## config.mk

```make
export PLATFORM = sky130hd
export DESIGN_NAME = assembler_token_lexer
export DESIGN_NICKNAME = d
export VERILOG_FILES = /design/src/sv/atl_pkg.sv /design/src/sv/atl_datapath.sv /design/src/sv/atl_controller.sv /design/src/sv/assembler_token_lexer.sv
export SDC_FILE = /design/constraint.sdc
export NUM_CORES = 1
export LEC_CHECK = 0
export BUFFER_PORTS_ARGS = -buffer_cell sky130_fd_sc_hd__buf_2
export CAP_MARGIN = 40
export CELL_PAD_IN_SITES_DETAIL_PLACEMENT = 1
export CELL_PAD_IN_SITES_GLOBAL_PLACEMENT = 1
export CORE_UTILIZATION = 50
export CTS_CLUSTER_SIZE = 25
export DETAILED_ROUTE_END_ITERATION = 8
export GPL_ROUTABILITY_DRIVEN = 0
export PLACE_DENSITY_LB_ADDON = 0.1
export SLEW_MARGIN = 20
export SYNTH_ARGS = -nofsm -noshare
export SYNTH_HDL_FRONTEND = slang
export SYNTH_SLANG_ARGS = --single-unit
```

## constraint.sdc

```tcl
create_clock -name clk -period 7.45 [get_ports clk]
set_clock_uncertainty 0.1 [all_clocks]
set_input_delay 0.3725 -clock clk [delete_from_list [all_inputs] [get_ports clk]]
set_output_delay 0.3725 -clock clk [all_outputs]
set_load 0.01 [all_outputs]
```

## src/sv/atl_pkg.sv

```systemverilog
// shared types, constants and character helpers for the assembler token lexer
`timescale 1ns / 1ps
package atl_pkg;

  typedef enum logic [4:0] {
    M_IDLE, M_LCOM, M_BLK, M_BLKSTAR, M_SLASH, M_OP, M_NAME, M_NAMEWS,
    M_ZERO, M_HEX, M_BIN, M_DEC, M_FRAC, M_EXP0, M_EXPSGN, M_EXPDIG,
    M_CHR, M_CHRESC, M_STR, M_STRESC
  } lex_mode_t;

  typedef enum logic [2:0] {PH_WAIT, PH_PROC, PH_RUNPRE, PH_RUN, PH_END} phase_t;
  typedef enum logic [1:0] {AFT_WAIT, AFT_PROC, AFT_END} after_t;
  typedef enum logic [2:0] {
    ACC_HOLD, ACC_ZERO, ACC_DIGIT, ACC_HEX, ACC_BIN, ACC_DEC, ACC_CHR, ACC_TCNT
  } acc_op_t;
  typedef enum logic [2:0] {
    TXT_HOLD, TXT_START, TXT_CLEAR, TXT_ADD, TXT_OVF, TXT_FROMACC, TXT_QMARK
  } txt_op_t;
  typedef enum logic [2:0] {
    VAL_ZERO, VAL_ACC, VAL_BYTE, VAL_LOOK, VAL_SLASH, VAL_RUN
  } val_sel_t;
  typedef enum logic [1:0] {ESC_CHAR, ESC_NONE, ESC_BAD} esc_class_t;

  localparam logic [3:0] KIND_END    = 4'd0;
  localparam logic [3:0] KIND_NAME   = 4'd1;
  localparam logic [3:0] KIND_LABEL  = 4'd2;
  localparam logic [3:0] KIND_NUMBER = 4'd3;
  localparam logic [3:0] KIND_FLOAT  = 4'd4;
  localparam logic [3:0] KIND_CHAR   = 4'd5;
  localparam logic [3:0] KIND_STRING = 4'd6;
  localparam logic [3:0] KIND_SINGLE = 4'd7;
  localparam logic [3:0] KIND_SHL    = 4'd8;
  localparam logic [3:0] KIND_SHR    = 4'd9;
  localparam logic [3:0] KIND_INC    = 4'd10;
  localparam logic [3:0] KIND_DEC    = 4'd11;
  localparam logic [3:0] KIND_BARBAR = 4'd12;
  localparam logic [3:0] KIND_DIAG   = 4'd13;

  localparam logic [3:0] ERR_NONE      = 4'd0;
  localparam logic [3:0] ERR_EOF_COM   = 4'd1;
  localparam logic [3:0] ERR_EOF_CHR   = 4'd2;
  localparam logic [3:0] ERR_EOF_STR   = 4'd3;
  localparam logic [3:0] ERR_EMPTY_CHR = 4'd4;
  localparam logic [3:0] ERR_LONG_CHR  = 4'd5;
  localparam logic [3:0] ERR_EMPTY_STR = 4'd6;
  localparam logic [3:0] ERR_BAD_ESC   = 4'd7;
  localparam logic [3:0] ERR_CNTRL     = 4'd8;
  localparam logic [3:0] ERR_BAD_EXP   = 4'd9;
  localparam logic [3:0] ERR_TRUNC     = 4'd10;

  localparam logic [7:0] CH_TAB    = 8'h09;
  localparam logic [7:0] CH_NL     = 8'h0a;
  localparam logic [7:0] CH_SPACE  = 8'h20;
  localparam logic [7:0] CH_DQUOTE = 8'h22;
  localparam logic [7:0] CH_QUOTE  = 8'h27;
  localparam logic [7:0] CH_STAR   = 8'h2a;
  localparam logic [7:0] CH_PLUS   = 8'h2b;
  localparam logic [7:0] CH_MINUS  = 8'h2d;
  localparam logic [7:0] CH_DOT    = 8'h2e;
  localparam logic [7:0] CH_SLASH  = 8'h2f;
  localparam logic [7:0] CH_ZERO   = 8'h30;
  localparam logic [7:0] CH_ONE    = 8'h31;
  localparam logic [7:0] CH_COLON  = 8'h3a;
  localparam logic [7:0] CH_SEMI   = 8'h3b;
  localparam logic [7:0] CH_LT     = 8'h3c;
  localparam logic [7:0] CH_GT     = 8'h3e;
  localparam logic [7:0] CH_QMARK  = 8'h3f;
  localparam logic [7:0] CH_UB     = 8'h42;
  localparam logic [7:0] CH_UE     = 8'h45;
  localparam logic [7:0] CH_UX     = 8'h58;
  localparam logic [7:0] CH_BSLASH = 8'h5c;
  localparam logic [7:0] CH_UNDER  = 8'h5f;
  localparam logic [7:0] CH_LB     = 8'h62;
  localparam logic [7:0] CH_LE     = 8'h65;
  localparam logic [7:0] CH_LX     = 8'h78;
  localparam logic [7:0] CH_BAR    = 8'h7c;
  localparam logic [7:0] CH_DEL    = 8'h7f;

  typedef struct packed {
    logic       load_in;
    acc_op_t    acc_op;
    logic       use_esc;
    txt_op_t    txt_op;
    logic       cc_zero;
    logic       cc_inc;
    logic       look_load;
    logic       line_inc;
    logic       sol_set;
    logic       sol_clear;
    logic       emit;
    logic [3:0] kind;
    val_sel_t   val_sel;
    logic       last;
    logic [3:0] err;
  } dp_cmd_t;

  typedef struct packed {
    logic [7:0] c;
    logic       eof;
    logic       ti_en;
    logic       barbar_en;
    logic       sol;
    logic       cnt_eq_max;
    logic       cnt_ge_max;
    logic       cnt_zero;
    logic [2:0] cc;
    logic [7:0] look;
    logic       out_free;
  } dp_stat_t;

  function automatic logic is_space(input logic [7:0] c);
    return c == CH_SPACE || (c >= CH_TAB && c <= 8'h0d);
  endfunction

  function automatic logic is_digit(input logic [7:0] c);
    return c >= CH_ZERO && c <= 8'h39;
  endfunction

  function automatic logic is_alpha(input logic [7:0] c);
    return (c >= 8'h61 && c <= 8'h7a) || (c >= 8'h41 && c <= 8'h5a);
  endfunction

  function automatic logic is_namech(input logic [7:0] c);
    return is_alpha(c) || is_digit(c) || c == CH_DOT || c == CH_UNDER;
  endfunction

  function automatic logic is_cntrl(input logic [7:0] c);
    return c < CH_SPACE || c == CH_DEL;
  endfunction

  function automatic logic is_hex(input logic [7:0] c);
    return is_digit(c) || (c >= 8'h61 && c <= 8'h66) || (c >= 8'h41 && c <= 8'h46);
  endfunction

  function automatic logic [3:0] hex_val(input logic [7:0] c);
    logic [3:0] v;
    if (is_digit(c)) v = c[3:0];
    else v = c[3:0] + 4'd9;
    return v;
  endfunction

  function automatic esc_class_t esc_class(input logic [7:0] c);
    esc_class_t r;
    unique case (c)
      8'h6e, 8'h72, 8'h61, 8'h62, 8'h66, 8'h74, 8'h76,
      CH_BSLASH, CH_QUOTE, CH_DQUOTE: r = ESC_CHAR;
      CH_ZERO: r = ESC_NONE;
      default: r = ESC_BAD;
    endcase
    return r;
  endfunction

  function automatic logic [7:0] esc_val(input logic [7:0] c);
    logic [7:0] v;
    unique case (c)
      8'h6e: v = 8'd10;
      8'h72: v = 8'd13;
      8'h61: v = 8'd7;
      8'h62: v = 8'd8;
      8'h66: v = 8'd12;
      8'h74: v = 8'd9;
      8'h76: v = 8'd11;
      CH_BSLASH, CH_QUOTE, CH_DQUOTE: v = c;
      default: v = CH_QMARK;
    endcase
    return v;
  endfunction

  function automatic logic [3:0] op_kind(input logic [7:0] c);
    logic [3:0] k;
    unique case (c)
      CH_LT:    k = KIND_SHL;
      CH_GT:    k = KIND_SHR;
      CH_PLUS:  k = KIND_INC;
      CH_MINUS: k = KIND_DEC;
      default:  k = KIND_BARBAR;
    endcase
    return k;
  endfunction

endpackage

```

## src/sv/atl_datapath.sv

```systemverilog
// lexer datapath: input hold, accumulators, text buffer, line count, result register
`timescale 1ns / 1ps
module atl_datapath #(
  parameter int MAX_TEXT  = 32,
  parameter int LINE_BITS = 16,
  parameter int AW        = $clog2(MAX_TEXT),
  parameter int CW        = $clog2(MAX_TEXT + 2)
) (
  input  logic                 clk,
  input  logic                 rst,
  input  logic [7:0]           byte_in,
  input  logic                 end_of_input,
  input  logic                 cfg_valid,
  input  logic [7:0]           cfg_index,
  input  logic [31:0]          cfg_data,
  input  atl_pkg::dp_cmd_t     cmd,
  input  logic [AW-1:0]        rd_addr,
  output atl_pkg::dp_stat_t    st,
  output logic [CW-1:0]        run_n,
  input  logic                 out_ready,
  output logic                 out_valid,
  output logic [3:0]           token_kind,
  output logic [31:0]          token_value,
  output logic                 run_last,
  output logic [15:0]          line_number,
  output logic [3:0]           error_code
);

  localparam logic [CW-1:0] MAXC = CW'(MAX_TEXT);

  logic [7:0]           c;
  logic                 eof;
  logic                 ti_en;
  logic                 barbar_en;
  logic [31:0]          acc;
  logic [CW-1:0]        text_count;
  logic [2:0]           cc;
  logic [7:0]           look;
  logic [LINE_BITS-1:0] line_count;
  logic [LINE_BITS-1:0] line_count_next;
  logic                 sol;
  logic [7:0]           mem [MAX_TEXT];
  logic [7:0]           rdata;
  logic [7:0]           cdata;
  logic                 wr_en;
  logic [AW-1:0]        wr_addr;
  logic [7:0]           wdata;
  logic [31:0]          lwide;
  logic [31:0]          val;

  assign cdata = cmd.use_esc ? atl_pkg::esc_val(c) : c;

  always_comb begin
    line_count_next = line_count;
    if (cmd.line_inc && line_count != {LINE_BITS{1'b1}}) begin
      line_count_next = line_count + LINE_BITS'(1);
    end
    lwide = 32'(line_count_next);
  end

  always_comb begin
    wr_en   = 1'b0;
    wr_addr = '0;
    wdata   = cdata;
    case (cmd.txt_op)
      atl_pkg::TXT_START: wr_en = 1'b1;
      atl_pkg::TXT_QMARK: begin
        wr_en = 1'b1;
        wdata = atl_pkg::CH_QMARK;
      end
      atl_pkg::TXT_ADD: begin
        wr_en   = text_count < MAXC;
        wr_addr = text_count[AW-1:0];
      end
      default: wr_en = 1'b0;
    endcase
  end

  always_ff @(posedge clk) begin
    if (wr_en) begin
      mem[wr_addr] <= wdata;
    end
    rdata <= mem[rd_addr];
  end

  always_ff @(posedge clk) begin
    if (cmd.load_in) begin
      c   <= byte_in;
      eof <= end_of_input;
    end
    if (cmd.look_load) begin
      look <= c;
    end
  end

  always_ff @(posedge clk) begin
    if (rst) begin
      ti_en      <= 1'b0;
      barbar_en  <= 1'b0;
      acc        <= '0;
      text_count <= '0;
      cc         <= '0;
      line_count <= LINE_BITS'(1);
      sol        <= 1'b1;
    end else begin
      if (cfg_valid && cfg_index == 8'd0) ti_en <= cfg_data[0];
      if (cfg_valid && cfg_index == 8'd1) barbar_en <= cfg_data[0];
      line_count <= line_count_next;
      if (cmd.sol_set) sol <= 1'b1;
      else if (cmd.sol_clear) sol <= 1'b0;
      if (cmd.cc_zero) cc <= '0;
      else if (cmd.cc_inc && cc < 3'd5) cc <= cc + 3'd1;
      case (cmd.acc_op)
        atl_pkg::ACC_ZERO:  acc <= '0;
        atl_pkg::ACC_DIGIT: acc <= 32'(c[3:0]);
        atl_pkg::ACC_HEX:   acc <= {acc[27:0], atl_pkg::hex_val(c)};
        atl_pkg::ACC_BIN:   acc <= {acc[30:0], c[0]};
        atl_pkg::ACC_DEC:   acc <= (acc << 3) + (acc << 1) + 32'(c[3:0]);
        atl_pkg::ACC_CHR:   acc <= {acc[23:0], cdata};
        atl_pkg::ACC_TCNT:  acc <= 32'(text_count);
        default:            acc <= acc;
      endcase
      case (cmd.txt_op)
        atl_pkg::TXT_START, atl_pkg::TXT_QMARK: text_count <= CW'(1);
        atl_pkg::TXT_CLEAR: text_count <= '0;
        atl_pkg::TXT_ADD: begin
          if (text_count <= MAXC) text_count <= text_count + CW'(1);
        end
        atl_pkg::TXT_OVF: text_count <= MAXC + CW'(1);
        atl_pkg::TXT_FROMACC: begin
          if (acc > 32'(MAX_TEXT)) text_count <= MAXC + CW'(1);
          else text_count <= acc[CW-1:0];
        end
        default: text_count <= text_count;
      endcase
    end
  end

  always_comb begin
    case (cmd.val_sel)
      atl_pkg::VAL_ACC:   val = acc;
      atl_pkg::VAL_BYTE:  val = 32'(c);
      atl_pkg::VAL_LOOK:  val = 32'(look);
      atl_pkg::VAL_SLASH: val = 32'(atl_pkg::CH_SLASH);
      atl_pkg::VAL_RUN:   val = 32'(rdata);
      default:            val = '0;
    endcase
  end

  always_ff @(posedge clk) begin
    if (rst) begin
      out_valid <= 1'b0;
    end else if (cmd.emit) begin
      out_valid <= 1'b1;
    end else if (out_ready) begin
      out_valid <= 1'b0;
    end
  end

  always_ff @(posedge clk) begin
    if (cmd.emit) begin
      token_kind  <= cmd.kind;
      token_value <= val;
      run_last    <= cmd.last;
      error_code  <= cmd.err;
      line_number <= (lwide > 32'd65535) ? 16'hffff : lwide[15:0];
    end
  end

  assign run_n = (text_count > MAXC) ? MAXC : text_count;

  always_comb begin
    st.c          = c;
    st.eof        = eof;
    st.ti_en      = ti_en;
    st.barbar_en  = barbar_en;
    st.sol        = sol;
    st.cnt_eq_max = text_count == MAXC;
    st.cnt_ge_max = text_count >= MAXC;
    st.cnt_zero   = text_count == '0;
    st.cc         = cc;
    st.look       = look;
    st.out_free   = !out_valid || out_ready;
  end

endmodule

```

## src/sv/atl_controller.sv

```systemverilog
// lexer controller: lexical mode and sequencing of results
`timescale 1ns / 1ps
module atl_controller #(
  parameter int MAX_TEXT = 32,
  parameter int AW       = $clog2(MAX_TEXT),
  parameter int CW       = $clog2(MAX_TEXT + 2)
) (
  input  logic                 clk,
  input  logic                 rst,
  input  logic                 in_valid,
  output logic                 in_ready,
  input  atl_pkg::dp_stat_t    st,
  input  logic [CW-1:0]        run_n,
  output atl_pkg::dp_cmd_t     cmd,
  output logic [AW-1:0]        rd_addr
);

  atl_pkg::lex_mode_t mode, mode_next;
  atl_pkg::phase_t    phase, phase_next;
  atl_pkg::after_t    run_after, run_after_next;
  logic               eof_seen, eof_seen_next;
  logic               diag_done, diag_done_next;
  logic [3:0]         run_kind, run_kind_next;
  logic [CW-1:0]      run_idx, run_idx_next;
  logic [7:0]         c;
  logic               run_is_last;

  function automatic atl_pkg::dp_cmd_t em(input atl_pkg::dp_cmd_t b, input logic [3:0] k,
                                          input atl_pkg::val_sel_t v, input logic [3:0] e);
    atl_pkg::dp_cmd_t r;
    r         = b;
    r.emit    = 1'b1;
    r.kind    = k;
    r.val_sel = v;
    r.last    = 1'b1;
    r.err     = e;
    return r;
  endfunction

  always_ff @(posedge clk) begin
    if (rst) begin
      mode      <= atl_pkg::M_IDLE;
      phase     <= atl_pkg::PH_WAIT;
      run_after <= atl_pkg::AFT_WAIT;
      eof_seen  <= 1'b0;
      diag_done <= 1'b0;
      run_kind  <= '0;
      run_idx   <= '0;
    end else begin
      mode      <= mode_next;
      phase     <= phase_next;
      run_after <= run_after_next;
      eof_seen  <= eof_seen_next;
      diag_done <= diag_done_next;
      run_kind  <= run_kind_next;
      run_idx   <= run_idx_next;
    end
  end

  assign c           = st.c;
  assign run_is_last = (run_idx + CW'(1)) == run_n;
  assign in_ready    = phase == atl_pkg::PH_WAIT;

  always_comb begin
    cmd            = '0;
    mode_next      = mode;
    phase_next     = phase;
    run_after_next = run_after;
    eof_seen_next  = eof_seen;
    diag_done_next = diag_done;
    run_kind_next  = run_kind;
    run_idx_next   = run_idx;
    rd_addr        = run_idx[AW-1:0];
    unique case (phase)
      atl_pkg::PH_WAIT: begin
        if (in_valid) begin
          cmd.load_in = 1'b1;
          phase_next  = atl_pkg::PH_PROC;
        end
      end
      atl_pkg::PH_RUNPRE: begin
        rd_addr    = '0;
        phase_next = atl_pkg::PH_RUN;
      end
      atl_pkg::PH_RUN: begin
        if (st.out_free) begin
          cmd      = em(cmd, run_kind, atl_pkg::VAL_RUN, atl_pkg::ERR_NONE);
          cmd.last = run_is_last;
          if (run_is_last) begin
            unique case (run_after)
              atl_pkg::AFT_END:  phase_next = atl_pkg::PH_END;
              atl_pkg::AFT_PROC: phase_next = atl_pkg::PH_PROC;
              default:           phase_next = atl_pkg::PH_WAIT;
            endcase
          end else begin
            run_idx_next = run_idx + CW'(1);
            rd_addr      = run_idx_next[AW-1:0];
          end
        end
      end
      atl_pkg::PH_END: begin
        if (st.out_free) begin
          cmd           = em(cmd, atl_pkg::KIND_END, atl_pkg::VAL_ZERO, atl_pkg::ERR_NONE);
          eof_seen_next = 1'b1;
          phase_next    = atl_pkg::PH_WAIT;
        end
      end
      atl_pkg::PH_PROC: begin
        if (st.out_free) begin
          if (eof_seen) begin
            cmd        = em(cmd, atl_pkg::KIND_END, atl_pkg::VAL_ZERO, atl_pkg::ERR_NONE);
            phase_next = atl_pkg::PH_WAIT;
          end else if (st.eof) begin
            mode_next      = atl_pkg::M_IDLE;
            phase_next     = atl_pkg::PH_END;
            run_idx_next   = '0;
            run_after_next = atl_pkg::AFT_END;
            unique case (mode)
              atl_pkg::M_BLK, atl_pkg::M_BLKSTAR:
                cmd = em(cmd, atl_pkg::KIND_DIAG, atl_pkg::VAL_ZERO, atl_pkg::ERR_EOF_COM);
              atl_pkg::M_CHR, atl_pkg::M_CHRESC:
                cmd = em(cmd, atl_pkg::KIND_DIAG, atl_pkg::VAL_ZERO, atl_pkg::ERR_EOF_CHR);
              atl_pkg::M_STR, atl_pkg::M_STRESC:
                cmd = em(cmd, atl_pkg::KIND_DIAG, atl_pkg::VAL_ZERO, atl_pkg::ERR_EOF_STR);
              atl_pkg::M_SLASH:
                cmd = em(cmd, atl_pkg::KIND_SINGLE, atl_pkg::VAL_SLASH, atl_pkg::ERR_NONE);
              atl_pkg::M_OP:
                cmd = em(cmd, atl_pkg::KIND_SINGLE, atl_pkg::VAL_LOOK, atl_pkg::ERR_NONE);
              atl_pkg::M_NAME, atl_pkg::M_NAMEWS: begin
                run_kind_next = atl_pkg::KIND_NAME;
                phase_next    = atl_pkg::PH_RUNPRE;
              end
              atl_pkg::M_ZERO, atl_pkg::M_HEX, atl_pkg::M_BIN, atl_pkg::M_DEC:
                cmd = em(cmd, atl_pkg::KIND_NUMBER, atl_pkg::VAL_ACC, atl_pkg::ERR_NONE);
              atl_pkg::M_FRAC, atl_pkg::M_EXPDIG: begin
                run_kind_next = atl_pkg::KIND_FLOAT;
                phase_next    = atl_pkg::PH_RUNPRE;
              end
              atl_pkg::M_EXP0, atl_pkg::M_EXPSGN: begin
                cmd = em(cmd, atl_pkg::KIND_DIAG, atl_pkg::VAL_ZERO, atl_pkg::ERR_BAD_EXP);
                cmd.txt_op    = atl_pkg::TXT_FROMACC;
                run_kind_next = atl_pkg::KIND_FLOAT;
                phase_next    = atl_pkg::PH_RUNPRE;
              end
              default: begin
                cmd = em(cmd, atl_pkg::KIND_END, atl_pkg::VAL_ZERO, atl_pkg::ERR_NONE);
                eof_seen_next = 1'b1;
                phase_next    = atl_pkg::PH_WAIT;
              end
            endcase
          end else begin
            run_idx_next = '0;
            unique case (mode)
              atl_pkg::M_LCOM: begin
                phase_next = atl_pkg::PH_WAIT;
                if (c == atl_pkg::CH_NL) begin
                  cmd.line_inc = 1'b1;
                  cmd.sol_set  = 1'b1;
                  mode_next    = atl_pkg::M_IDLE;
                end
              end
              atl_pkg::M_BLK: begin
                phase_next = atl_pkg::PH_WAIT;
                if (c == atl_pkg::CH_NL) cmd.line_inc = 1'b1;
                else if (c == atl_pkg::CH_STAR) mode_next = atl_pkg::M_BLKSTAR;
              end
              atl_pkg::M_BLKSTAR: begin
                phase_next = atl_pkg::PH_WAIT;
                if (c == atl_pkg::CH_SLASH) begin
                  mode_next = atl_pkg::M_IDLE;
                end else if (c != atl_pkg::CH_STAR) begin
                  cmd.line_inc = c == atl_pkg::CH_NL;
                  mode_next    = atl_pkg::M_BLK;
                end
              end
              atl_pkg::M_SLASH: begin
                if (c == atl_pkg::CH_SLASH) begin
                  mode_next  = atl_pkg::M_LCOM;
                  phase_next = atl_pkg::PH_WAIT;
                end else if (c == atl_pkg::CH_STAR) begin
                  mode_next  = atl_pkg::M_BLK;
                  phase_next = atl_pkg::PH_WAIT;
                end else begin
                  cmd = em(cmd, atl_pkg::KIND_SINGLE, atl_pkg::VAL_SLASH, atl_pkg::ERR_NONE);
                  mode_next = atl_pkg::M_IDLE;
                end
              end
              atl_pkg::M_OP: begin
                mode_next = atl_pkg::M_IDLE;
                if (c == st.look) begin
                  cmd = em(cmd, atl_pkg::op_kind(c), atl_pkg::VAL_BYTE, atl_pkg::ERR_NONE);
                  phase_next = atl_pkg::PH_WAIT;
                end else begin
                  cmd = em(cmd, atl_pkg::KIND_SINGLE, atl_pkg::VAL_LOOK, atl_pkg::ERR_NONE);
                end
              end
              atl_pkg::M_NAME, atl_pkg::M_NAMEWS: begin
                if (mode == atl_pkg::M_NAME && atl_pkg::is_namech(c)) begin
                  cmd.txt_op = atl_pkg::TXT_ADD;
                  if (st.cnt_eq_max)
                    cmd = em(cmd, atl_pkg::KIND_DIAG, atl_pkg::VAL_ZERO, atl_pkg::ERR_TRUNC);
                  phase_next = atl_pkg::PH_WAIT;
                end else if (atl_pkg::is_space(c)) begin
                  cmd.line_inc  = c == atl_pkg::CH_NL;
                  cmd.sol_set   = c == atl_pkg::CH_NL;
                  cmd.sol_clear = c != atl_pkg::CH_NL;
                  mode_next     = atl_pkg::M_NAMEWS;
                  phase_next    = atl_pkg::PH_WAIT;
                end else begin
                  mode_next  = atl_pkg::M_IDLE;
                  phase_next = atl_pkg::PH_RUNPRE;
                  if (c == atl_pkg::CH_COLON) begin
                    run_kind_next  = atl_pkg::KIND_LABEL;
                    run_after_next = atl_pkg::AFT_WAIT;
                  end else begin
                    run_kind_next  = atl_pkg::KIND_NAME;
                    run_after_next = atl_pkg::AFT_PROC;
                  end
                end
              end
              atl_pkg::M_ZERO: begin
                if (c == atl_pkg::CH_LX || c == atl_pkg::CH_UX) begin
                  cmd.acc_op = atl_pkg::ACC_ZERO;
                  mode_next  = atl_pkg::M_HEX;
                  phase_next = atl_pkg::PH_WAIT;
                end else if (c == atl_pkg::CH_LB || c == atl_pkg::CH_UB) begin
                  cmd.acc_op = atl_pkg::ACC_ZERO;
                  mode_next  = atl_pkg::M_BIN;
                  phase_next = atl_pkg::PH_WAIT;
                end else begin
                  mode_next = atl_pkg::M_DEC;
                end
              end
              atl_pkg::M_HEX: begin
                if (atl_pkg::is_hex(c)) begin
                  cmd.acc_op = atl_pkg::ACC_HEX;
                  phase_next = atl_pkg::PH_WAIT;
                end else begin
                  cmd = em(cmd, atl_pkg::KIND_NUMBER, atl_pkg::VAL_ACC, atl_pkg::ERR_NONE);
                  mode_next = atl_pkg::M_IDLE;
                end
              end
              atl_pkg::M_BIN: begin
                if (c == atl_pkg::CH_ZERO || c == atl_pkg::CH_ONE) begin
                  cmd.acc_op = atl_pkg::ACC_BIN;
                  phase_next = atl_pkg::PH_WAIT;
                end else begin
                  cmd = em(cmd, atl_pkg::KIND_NUMBER, atl_pkg::VAL_ACC, atl_pkg::ERR_NONE);
                  mode_next = atl_pkg::M_IDLE;
                end
              end
              atl_pkg::M_DEC: begin
                if (atl_pkg::is_digit(c)) begin
                  cmd.acc_op = atl_pkg::ACC_DEC;
                  cmd.txt_op = atl_pkg::TXT_ADD;
                  phase_next = atl_pkg::PH_WAIT;
                end else if (c == atl_pkg::CH_DOT) begin
                  if (st.cnt_ge_max) begin
                    cmd = em(cmd, atl_pkg::KIND_DIAG, atl_pkg::VAL_ZERO, atl_pkg::ERR_TRUNC);
                    cmd.txt_op = atl_pkg::TXT_OVF;
                  end else begin
                    cmd.txt_op = atl_pkg::TXT_ADD;
                  end
                  mode_next  = atl_pkg::M_FRAC;
                  phase_next = atl_pkg::PH_WAIT;
                end else begin
                  cmd = em(cmd, atl_pkg::KIND_NUMBER, atl_pkg::VAL_ACC, atl_pkg::ERR_NONE);
                  mode_next = atl_pkg::M_IDLE;
                end
              end
              atl_pkg::M_FRAC, atl_pkg::M_EXPDIG, atl_pkg::M_EXP0, atl_pkg::M_EXPSGN: begin
                if (atl_pkg::is_digit(c) ||
                    (mode == atl_pkg::M_FRAC && (c == atl_pkg::CH_LE || c == atl_pkg::CH_UE)) ||
                    (mode == atl_pkg::M_EXP0 &&
                     (c == atl_pkg::CH_PLUS || c == atl_pkg::CH_MINUS))) begin
                  cmd.txt_op = atl_pkg::TXT_ADD;
                  if (st.cnt_eq_max)
                    cmd = em(cmd, atl_pkg::KIND_DIAG, atl_pkg::VAL_ZERO, atl_pkg::ERR_TRUNC);
                  phase_next = atl_pkg::PH_WAIT;
                  if (mode == atl_pkg::M_FRAC && !atl_pkg::is_digit(c)) begin
                    cmd.acc_op = atl_pkg::ACC_TCNT;
                    mode_next  = atl_pkg::M_EXP0;
                  end else if (mode == atl_pkg::M_EXP0 && !atl_pkg::is_digit(c)) begin
                    mode_next = atl_pkg::M_EXPSGN;
                  end else if (mode != atl_pkg::M_FRAC) begin
                    mode_next = atl_pkg::M_EXPDIG;
                  end
                end else begin
                  if (mode == atl_pkg::M_EXP0 || mode == atl_pkg::M_EXPSGN) begin
                    cmd = em(cmd, atl_pkg::KIND_DIAG, atl_pkg::VAL_ZERO, atl_pkg::ERR_BAD_EXP);
                    cmd.txt_op = atl_pkg::TXT_FROMACC;
                  end
                  mode_next      = atl_pkg::M_IDLE;
                  run_kind_next  = atl_pkg::KIND_FLOAT;
                  run_after_next = atl_pkg::AFT_PROC;
                  phase_next     = atl_pkg::PH_RUNPRE;
                end
              end
              atl_pkg::M_CHR, atl_pkg::M_STR: begin
                phase_next = atl_pkg::PH_WAIT;
                if (mode == atl_pkg::M_CHR && c == atl_pkg::CH_QUOTE) begin
                  if (!diag_done && (st.cc == 3'd0 || st.cc > 3'd4)) begin
                    cmd = em(cmd, atl_pkg::KIND_DIAG, atl_pkg::VAL_ZERO,
                             (st.cc == 3'd0) ? atl_pkg::ERR_EMPTY_CHR : atl_pkg::ERR_LONG_CHR);
                    diag_done_next = 1'b1;
                    phase_next     = atl_pkg::PH_PROC;
                  end else begin
                    cmd = em(cmd, atl_pkg::KIND_CHAR, atl_pkg::VAL_ACC, atl_pkg::ERR_NONE);
                    diag_done_next = 1'b0;
                    mode_next      = atl_pkg::M_IDLE;
                  end
                end else if (mode == atl_pkg::M_STR && c == atl_pkg::CH_DQUOTE) begin
                  if (st.cnt_zero) begin
                    cmd = em(cmd, atl_pkg::KIND_DIAG, atl_pkg::VAL_ZERO, atl_pkg::ERR_EMPTY_STR);
                    cmd.txt_op = atl_pkg::TXT_QMARK;
                    phase_next = atl_pkg::PH_PROC;
                  end else begin
                    mode_next      = atl_pkg::M_IDLE;
                    run_kind_next  = atl_pkg::KIND_STRING;
                    run_after_next = atl_pkg::AFT_WAIT;
                    phase_next     = atl_pkg::PH_RUNPRE;
                  end
                end else if (c == atl_pkg::CH_BSLASH) begin
                  mode_next = (mode == atl_pkg::M_CHR) ? atl_pkg::M_CHRESC : atl_pkg::M_STRESC;
                end else if (atl_pkg::is_cntrl(c) && c != atl_pkg::CH_TAB) begin
                  cmd = em(cmd, atl_pkg::KIND_DIAG, atl_pkg::VAL_ZERO, atl_pkg::ERR_CNTRL);
                  cmd.line_inc = c == atl_pkg::CH_NL;
                end else if (mode == atl_pkg::M_CHR) begin
                  cmd.acc_op = atl_pkg::ACC_CHR;
                  cmd.cc_inc = 1'b1;
                end else begin
                  cmd.txt_op = atl_pkg::TXT_ADD;
                  if (st.cnt_eq_max)
                    cmd = em(cmd, atl_pkg::KIND_DIAG, atl_pkg::VAL_ZERO, atl_pkg::ERR_TRUNC);
                end
              end
              atl_pkg::M_CHRESC: begin
                phase_next   = atl_pkg::PH_WAIT;
                mode_next    = atl_pkg::M_CHR;
                cmd.line_inc = c == atl_pkg::CH_NL;
                cmd.use_esc  = 1'b1;
                if (atl_pkg::esc_class(c) != atl_pkg::ESC_NONE) begin
                  cmd.acc_op = atl_pkg::ACC_CHR;
                  cmd.cc_inc = 1'b1;
                end
                if (atl_pkg::esc_class(c) == atl_pkg::ESC_BAD)
                  cmd = em(cmd, atl_pkg::KIND_DIAG, atl_pkg::VAL_ZERO, atl_pkg::ERR_BAD_ESC);
              end
              atl_pkg::M_STRESC: begin
                cmd.use_esc = 1'b1;
                if (atl_pkg::esc_class(c) == atl_pkg::ESC_BAD && !diag_done) begin
                  cmd = em(cmd, atl_pkg::KIND_DIAG, atl_pkg::VAL_ZERO, atl_pkg::ERR_BAD_ESC);
                  cmd.line_inc   = c == atl_pkg::CH_NL;
                  diag_done_next = 1'b1;
                end else begin
                  diag_done_next = 1'b0;
                  mode_next      = atl_pkg::M_STR;
                  phase_next     = atl_pkg::PH_WAIT;
                  if (atl_pkg::esc_class(c) != atl_pkg::ESC_NONE) begin
                    cmd.txt_op = atl_pkg::TXT_ADD;
                    if (st.cnt_eq_max)
                      cmd = em(cmd, atl_pkg::KIND_DIAG, atl_pkg::VAL_ZERO, atl_pkg::ERR_TRUNC);
                  end
                end
              end
              default: begin
                mode_next  = atl_pkg::M_IDLE;
                phase_next = atl_pkg::PH_WAIT;
                if (atl_pkg::is_space(c)) begin
                  cmd.line_inc  = c == atl_pkg::CH_NL;
                  cmd.sol_set   = c == atl_pkg::CH_NL;
                  cmd.sol_clear = c != atl_pkg::CH_NL;
                end else begin
                  cmd.sol_clear = 1'b1;
                  if (c == atl_pkg::CH_SLASH) begin
                    mode_next = atl_pkg::M_SLASH;
                  end else if (st.ti_en && ((st.sol && c == atl_pkg::CH_STAR) ||
                                            c == atl_pkg::CH_SEMI)) begin
                    mode_next = atl_pkg::M_LCOM;
                  end else if (atl_pkg::is_alpha(c) || c == atl_pkg::CH_DOT ||
                               c == atl_pkg::CH_UNDER) begin
                    cmd.txt_op = atl_pkg::TXT_START;
                    mode_next  = atl_pkg::M_NAME;
                  end else if (atl_pkg::is_digit(c)) begin
                    cmd.txt_op = atl_pkg::TXT_START;
                    cmd.acc_op = atl_pkg::ACC_DIGIT;
                    mode_next  = (c == atl_pkg::CH_ZERO) ? atl_pkg::M_ZERO : atl_pkg::M_DEC;
                  end else if (c == atl_pkg::CH_QUOTE) begin
                    cmd.acc_op  = atl_pkg::ACC_ZERO;
                    cmd.cc_zero = 1'b1;
                    mode_next   = atl_pkg::M_CHR;
                  end else if (c == atl_pkg::CH_DQUOTE) begin
                    cmd.txt_op = atl_pkg::TXT_CLEAR;
                    mode_next  = atl_pkg::M_STR;
                  end else if (c == atl_pkg::CH_LT || c == atl_pkg::CH_GT ||
                               c == atl_pkg::CH_PLUS || c == atl_pkg::CH_MINUS ||
                               (c == atl_pkg::CH_BAR && st.barbar_en)) begin
                    cmd.look_load = 1'b1;
                    mode_next     = atl_pkg::M_OP;
                  end else begin
                    cmd = em(cmd, atl_pkg::KIND_SINGLE, atl_pkg::VAL_BYTE, atl_pkg::ERR_NONE);
                  end
                end
              end
            endcase
          end
        end
      end
      default: phase_next = atl_pkg::PH_WAIT;
    endcase
  end

endmodule

```

## src/sv/assembler_token_lexer.sv

```systemverilog
// assembler token lexer top level: controller plus datapath
// a byte goes to the input hold register; its result is then written to the result register
// bytes: a new byte is taken only once the last one, any rescan of it and all its results are done
// a text run gives one result per character from the text buffer; its end byte may be rescanned
// stalls: the controller waits while the result register is full and out_ready is low
// reset (rst, synchronous): line 1, line start set, lexer idle, counters, flags, out_valid cleared
`timescale 1ns / 1ps
module assembler_token_lexer #(
  parameter int MAX_TEXT  = 32,
  parameter int LINE_BITS = 16
) (
  input  logic        clk,
  input  logic        rst,
  input  logic        in_valid,
  output logic        in_ready,
  input  logic [7:0]  byte_in,
  input  logic        end_of_input,
  output logic        out_valid,
  input  logic        out_ready,
  output logic [3:0]  token_kind,
  output logic [31:0] token_value,
  output logic        run_last,
  output logic [15:0] line_number,
  output logic [3:0]  error_code,
  input  logic        cfg_valid,
  output logic        cfg_ready,
  input  logic [7:0]  cfg_index,
  input  logic [31:0] cfg_data
);

  localparam int AW = $clog2(MAX_TEXT);
  localparam int CW = $clog2(MAX_TEXT + 2);

  atl_pkg::dp_cmd_t  cmd;
  atl_pkg::dp_stat_t st;
  logic [AW-1:0]     rd_addr;
  logic [CW-1:0]     run_n;

  assign cfg_ready = 1'b1;

  atl_controller #(.MAX_TEXT(MAX_TEXT), .AW(AW), .CW(CW)) u_ctrl (
    .clk      (clk),
    .rst      (rst),
    .in_valid (in_valid),
    .in_ready (in_ready),
    .st       (st),
    .run_n    (run_n),
    .cmd      (cmd),
    .rd_addr  (rd_addr)
  );

  atl_datapath #(.MAX_TEXT(MAX_TEXT), .LINE_BITS(LINE_BITS), .AW(AW), .CW(CW)) u_dp (
    .clk          (clk),
    .rst          (rst),
    .byte_in      (byte_in),
    .end_of_input (end_of_input),
    .cfg_valid    (cfg_valid),
    .cfg_index    (cfg_index),
    .cfg_data     (cfg_data),
    .cmd          (cmd),
    .rd_addr      (rd_addr),
    .st           (st),
    .run_n        (run_n),
    .out_ready    (out_ready),
    .out_valid    (out_valid),
    .token_kind   (token_kind),
    .token_value  (token_value),
    .run_last     (run_last),
    .line_number  (line_number),
    .error_code   (error_code)
  );

endmodule

```

==> qor.yml <==
worstSetupPathType: "register to register"
cts.sinks: 420
hold_viol_final: 0
clk_pin_slew_ns: 0.06
synth_top_family_by_area: "simple AND/OR/NAND/NOR gates"
synth.area.mux_share_pct: 7.39
rsz0062_at_grt: "false"
switching_share_pct: 25.1
pwr-share-comb_pct: 9.5
synthArstFlopShare_pct: 0
cp.required_ns: 7.58
synth-compound-area-share_pct: 14.9
io_pins: 114
p_per_area_mw_per_mm2: 220
post_route_cells_drive_above_1_share_pct: 12.7
syn_to_final_growth_pct: 12.8
seqCellArea_mm2: 0.0117
n_antenna_cell: 0
slew_headroom_pct: 36.7
synthFlopType: "edfxtp_1"
num_vias: 17200
multiInputGateArea_mm2: 0.00998
status: "finished, final reports clean"
grt_start_max_net_pins: 59
grt_pass1_vias: 17400
p_switching_mw: 1.39
critPathMaxFanout: 12
drtAntennaViolNets: 0
fin_util_pct: 57.0
vias_per_cell: 6.29
worstMarginPinSlew_ns: 0.936
yosys.area_share.adder_pct: 4.10
synthSimpleGateAreaFrac_pct: 15.6
fmax_mhz: 184
dp.final_hpwl_um: 46600
arrival_ns: 5.56
postRouteWirelength_um: 67400
finalNonFillerCells: 2740
synth.avg_cell_area_um2: 11.0
ys_types: 103
core_mm2: 0.0441
wl_per_cell_um: 24.6
power_leakage_nw: 9.32
ir_worst_vdd_uv: 286
cts_buffers: 45
power_frac_seq_pct: 48.3
nNetsFinal: 2239
critPathLaunchType: "register"
initial_core_util_pct: 50.6
cts_root_buffer: "clkbuf_16"
syn-instance-count: 2033
core.rowCount: 77
first_pass_iters: 7
die_area_mm2: 0.0455
setup_viol: 0
netlist_area_mm2: 0.0223
dp.cells: 2636
synth_fp_nets: 2159
yosys_register_bits: 420
first_iter_violations: 1696
track_usage_pct: 29.9
grt_pass1_wl_um: 104000
cts_tree: "yes"
final.setup.tns_ns: 0
antenna_found_initial: 0
end_kind: "register"
min_path_type: "input port to register"
n_fill_cell: 4668
synth-xor-area-share_pct: 2.46
die_h_um: 213
overflow: 0
synth_edf_count: 330
p_int_mw: 4.14
drv_cap: 0
slew_violations: 0
min_period_ns: 5.43
drc: 0
seq_area_frac_synth_pct: 52.5
fin_crit_sh_pct: 72.9
die_x_um: 213
ys_warn_count: 0
p_clk_share_pct: 42.2
clock_latency_ns: 0.62
io_buffer_count: 81
htree_levels: 2
clockBufferDepth: 3
r2r_slack_ns: 2.02
## per-layer routing
| metal | vias up | global-route usage [%] | share of wire [%] |
|---|---|---|---|
| li1 | 7923 | - | - |
| met1 | 8607 | 38.8 | 42 |
| met2 | 563 | 50.9 | 49 |
| met3 | 135 | 4.40 | 5.7 |
| met4 | 0 | 10.3 | 3.3 |
| met5 | - | 0 | 0 |
## cell usage after synthesis, types with 6 or more instances
| master | number | area share [%] |
|---|---|---|
| a211oi_1 | 13 | 0.44 |
| a21boi_0 | 8 | 0.27 |
| a21o_1 | 22 | 0.74 |
| a21oi_1 | 88 | 2.0 |
| a221oi_1 | 21 | 0.82 |
| a222oi_1 | 25 | 1.1 |
| a22oi_1 | 27 | 0.91 |
| a31oi_1 | 28 | 0.78 |
| a32oi_1 | 11 | 0.43 |
| and2_1 | 54 | 1.5 |
| and3_1 | 13 | 0.36 |
| buf_2 | 37 | 0.83 |
| buf_4 | 7 | 0.24 |
| clkbuf_1 | 71 | 1.2 |
| dfxtp_1 | 90 | 8.1 |
| edfxtp_1 | 330 | 44 |
| ha_1 | 70 | 3.9 |
| inv_1 | 34 | 0.57 |
| mux2_2 | 8 | 0.40 |
| mux2i_1 | 149 | 6.7 |
| nand2_1 | 201 | 3.4 |
| nand2b_1 | 18 | 0.50 |
| nand3_1 | 64 | 1.4 |
| nand3b_1 | 9 | 0.30 |
| nand4_1 | 24 | 0.67 |
| nor2_1 | 152 | 2.6 |
| nor2b_1 | 14 | 0.39 |
| nor3_1 | 39 | 0.87 |
| nor3b_1 | 11 | 0.37 |
| nor4_1 | 23 | 0.64 |
| o2111ai_1 | 7 | 0.27 |
| o211a_1 | 12 | 0.54 |
| o211ai_1 | 16 | 0.54 |
| o21a_1 | 11 | 0.37 |
| o21ai_0 | 96 | 2.2 |
| o21ai_1 | 6 | 0.13 |
| o22ai_1 | 8 | 0.22 |
| o31ai_1 | 9 | 0.30 |
| or2_2 | 6 | 0.17 |
| or3_1 | 14 | 0.39 |
| xnor2_1 | 40 | 1.6 |
| xor2_1 | 20 | 0.78 |
## state kept, by name, indices dropped and copies added, names as in the netlist, 2 cells and up
register	cells
u_dp.mem	256
u_dp.acc	32
u_dp.token_value	32
u_dp.line_count	16
u_dp.line_number	16
u_dp.c	8
u_dp.look	8
u_dp.rdata	8
u_ctrl.run_idx	6
u_dp.text_count	6
u_ctrl.mode	5
u_dp.error_code	4
u_dp.token_kind	4
u_ctrl.phase	3
u_ctrl.run_kind	3
u_dp.cc	3
u_ctrl.run_after	2
## kinds of logic after synthesis
family | after synthesis
simple gates | 687
compound gates | 473
mux | 162
buf+inv | 157
other cells | 1
flops | 420
xor+xnor | 61
fa+ha+maj | 72
## path summary, 6_finish.rpt
check | startpoint | end | cells past startpoint
worst min register to register | u_dp.sol$_SDFFE_PP1P_ | u_dp.sol$_SDFFE_PP1P_ | 1
worst max register to register | u_dp.c[0]$_DFFE_PP_ | u_dp.mem[24][2]$_DFFE_PP_ | 12
worst max-delay path | u_dp.c[0]$_DFFE_PP_ | u_dp.mem[24][2]$_DFFE_PP_ | 12
worst min-delay path | cfg_index[0] | u_dp.ti_en$_SDFFE_PP0P_ | 4
## cells in the final DEF, fill, tap and decap left out, types with 64 or more instances in the layout
cell	instances
nor2_1	150
nand3_1	64
nand2_1	201
mux2i_1	149
buf_2	84
o21ai_0	95
dfxtp_1	90
a21oi_1	88
edfxtp_1	330
ha_1	70
## layout make-up
type                       instances  share of cell area (%)
clock buffer                      53                    4.67
clock inverter                    29                    1.39
tap                              592                    2.94
timing repair buffer             155                    4.31
inverter                          35                   0.522
multi-input combinational       1456                    39.6
sequential                       420                    46.5
## worst max-delay path, stage by stage (launching register included)
cell,delay [ns]
edfxtp_1,0.64
inv_1,0.25
ha_1,0.44
nand2b_1,0.16
nor2_1,0.10
o21ai_0,0.68
nand3_1,0.25
a21oi_1,0.58
a31oi_1,0.36
o2bb2ai_1,0.22
a21oi_1,0.31
nand2_1,0.24
nor2_1,0.71
## power groups by stage
stage / Combinational [mW] / Sequential, mW / Clock, mW
2_1_floorplan: 0.300 / 2.72 / 0
3_3_place_gp: 0.482 / 2.72 / 0
3_5_place_dp: 0.503 / 2.72 / 0
4_1_cts: 0.509 / 2.67 / 2.37
5_1_grt: 0.564 / 2.68 / 2.46
6_report: 0.525 / 2.67 / 2.33
## what timing repair did
action / 4_1_cts / 5_1_grt
hold endpoints to repair: 11 / 0
hold buffers: 10 / 0
buffers inserted: 0 / 0
gates resized for setup: 0 / 0
## metrics by stage
stage | hold WS [ns] | worst slack [ns] | power (mW) | instance area (um2)
after floorplan | 0.321 | 1.76 | 3.02 | 22300
after global placement | 0.364 | 2.25 | 3.20 | 23300
after detailed placement | 0.387 | 2.11 | 3.22 | 23400
after CTS | 0.0514 | 2.09 | 5.55 | 25100
after global routing | 0.0916 | 1.75 | 5.70 | 25200
final | 0.0607 | 2.02 | 5.53 | 25200
(Power assumes the default switching activity.)
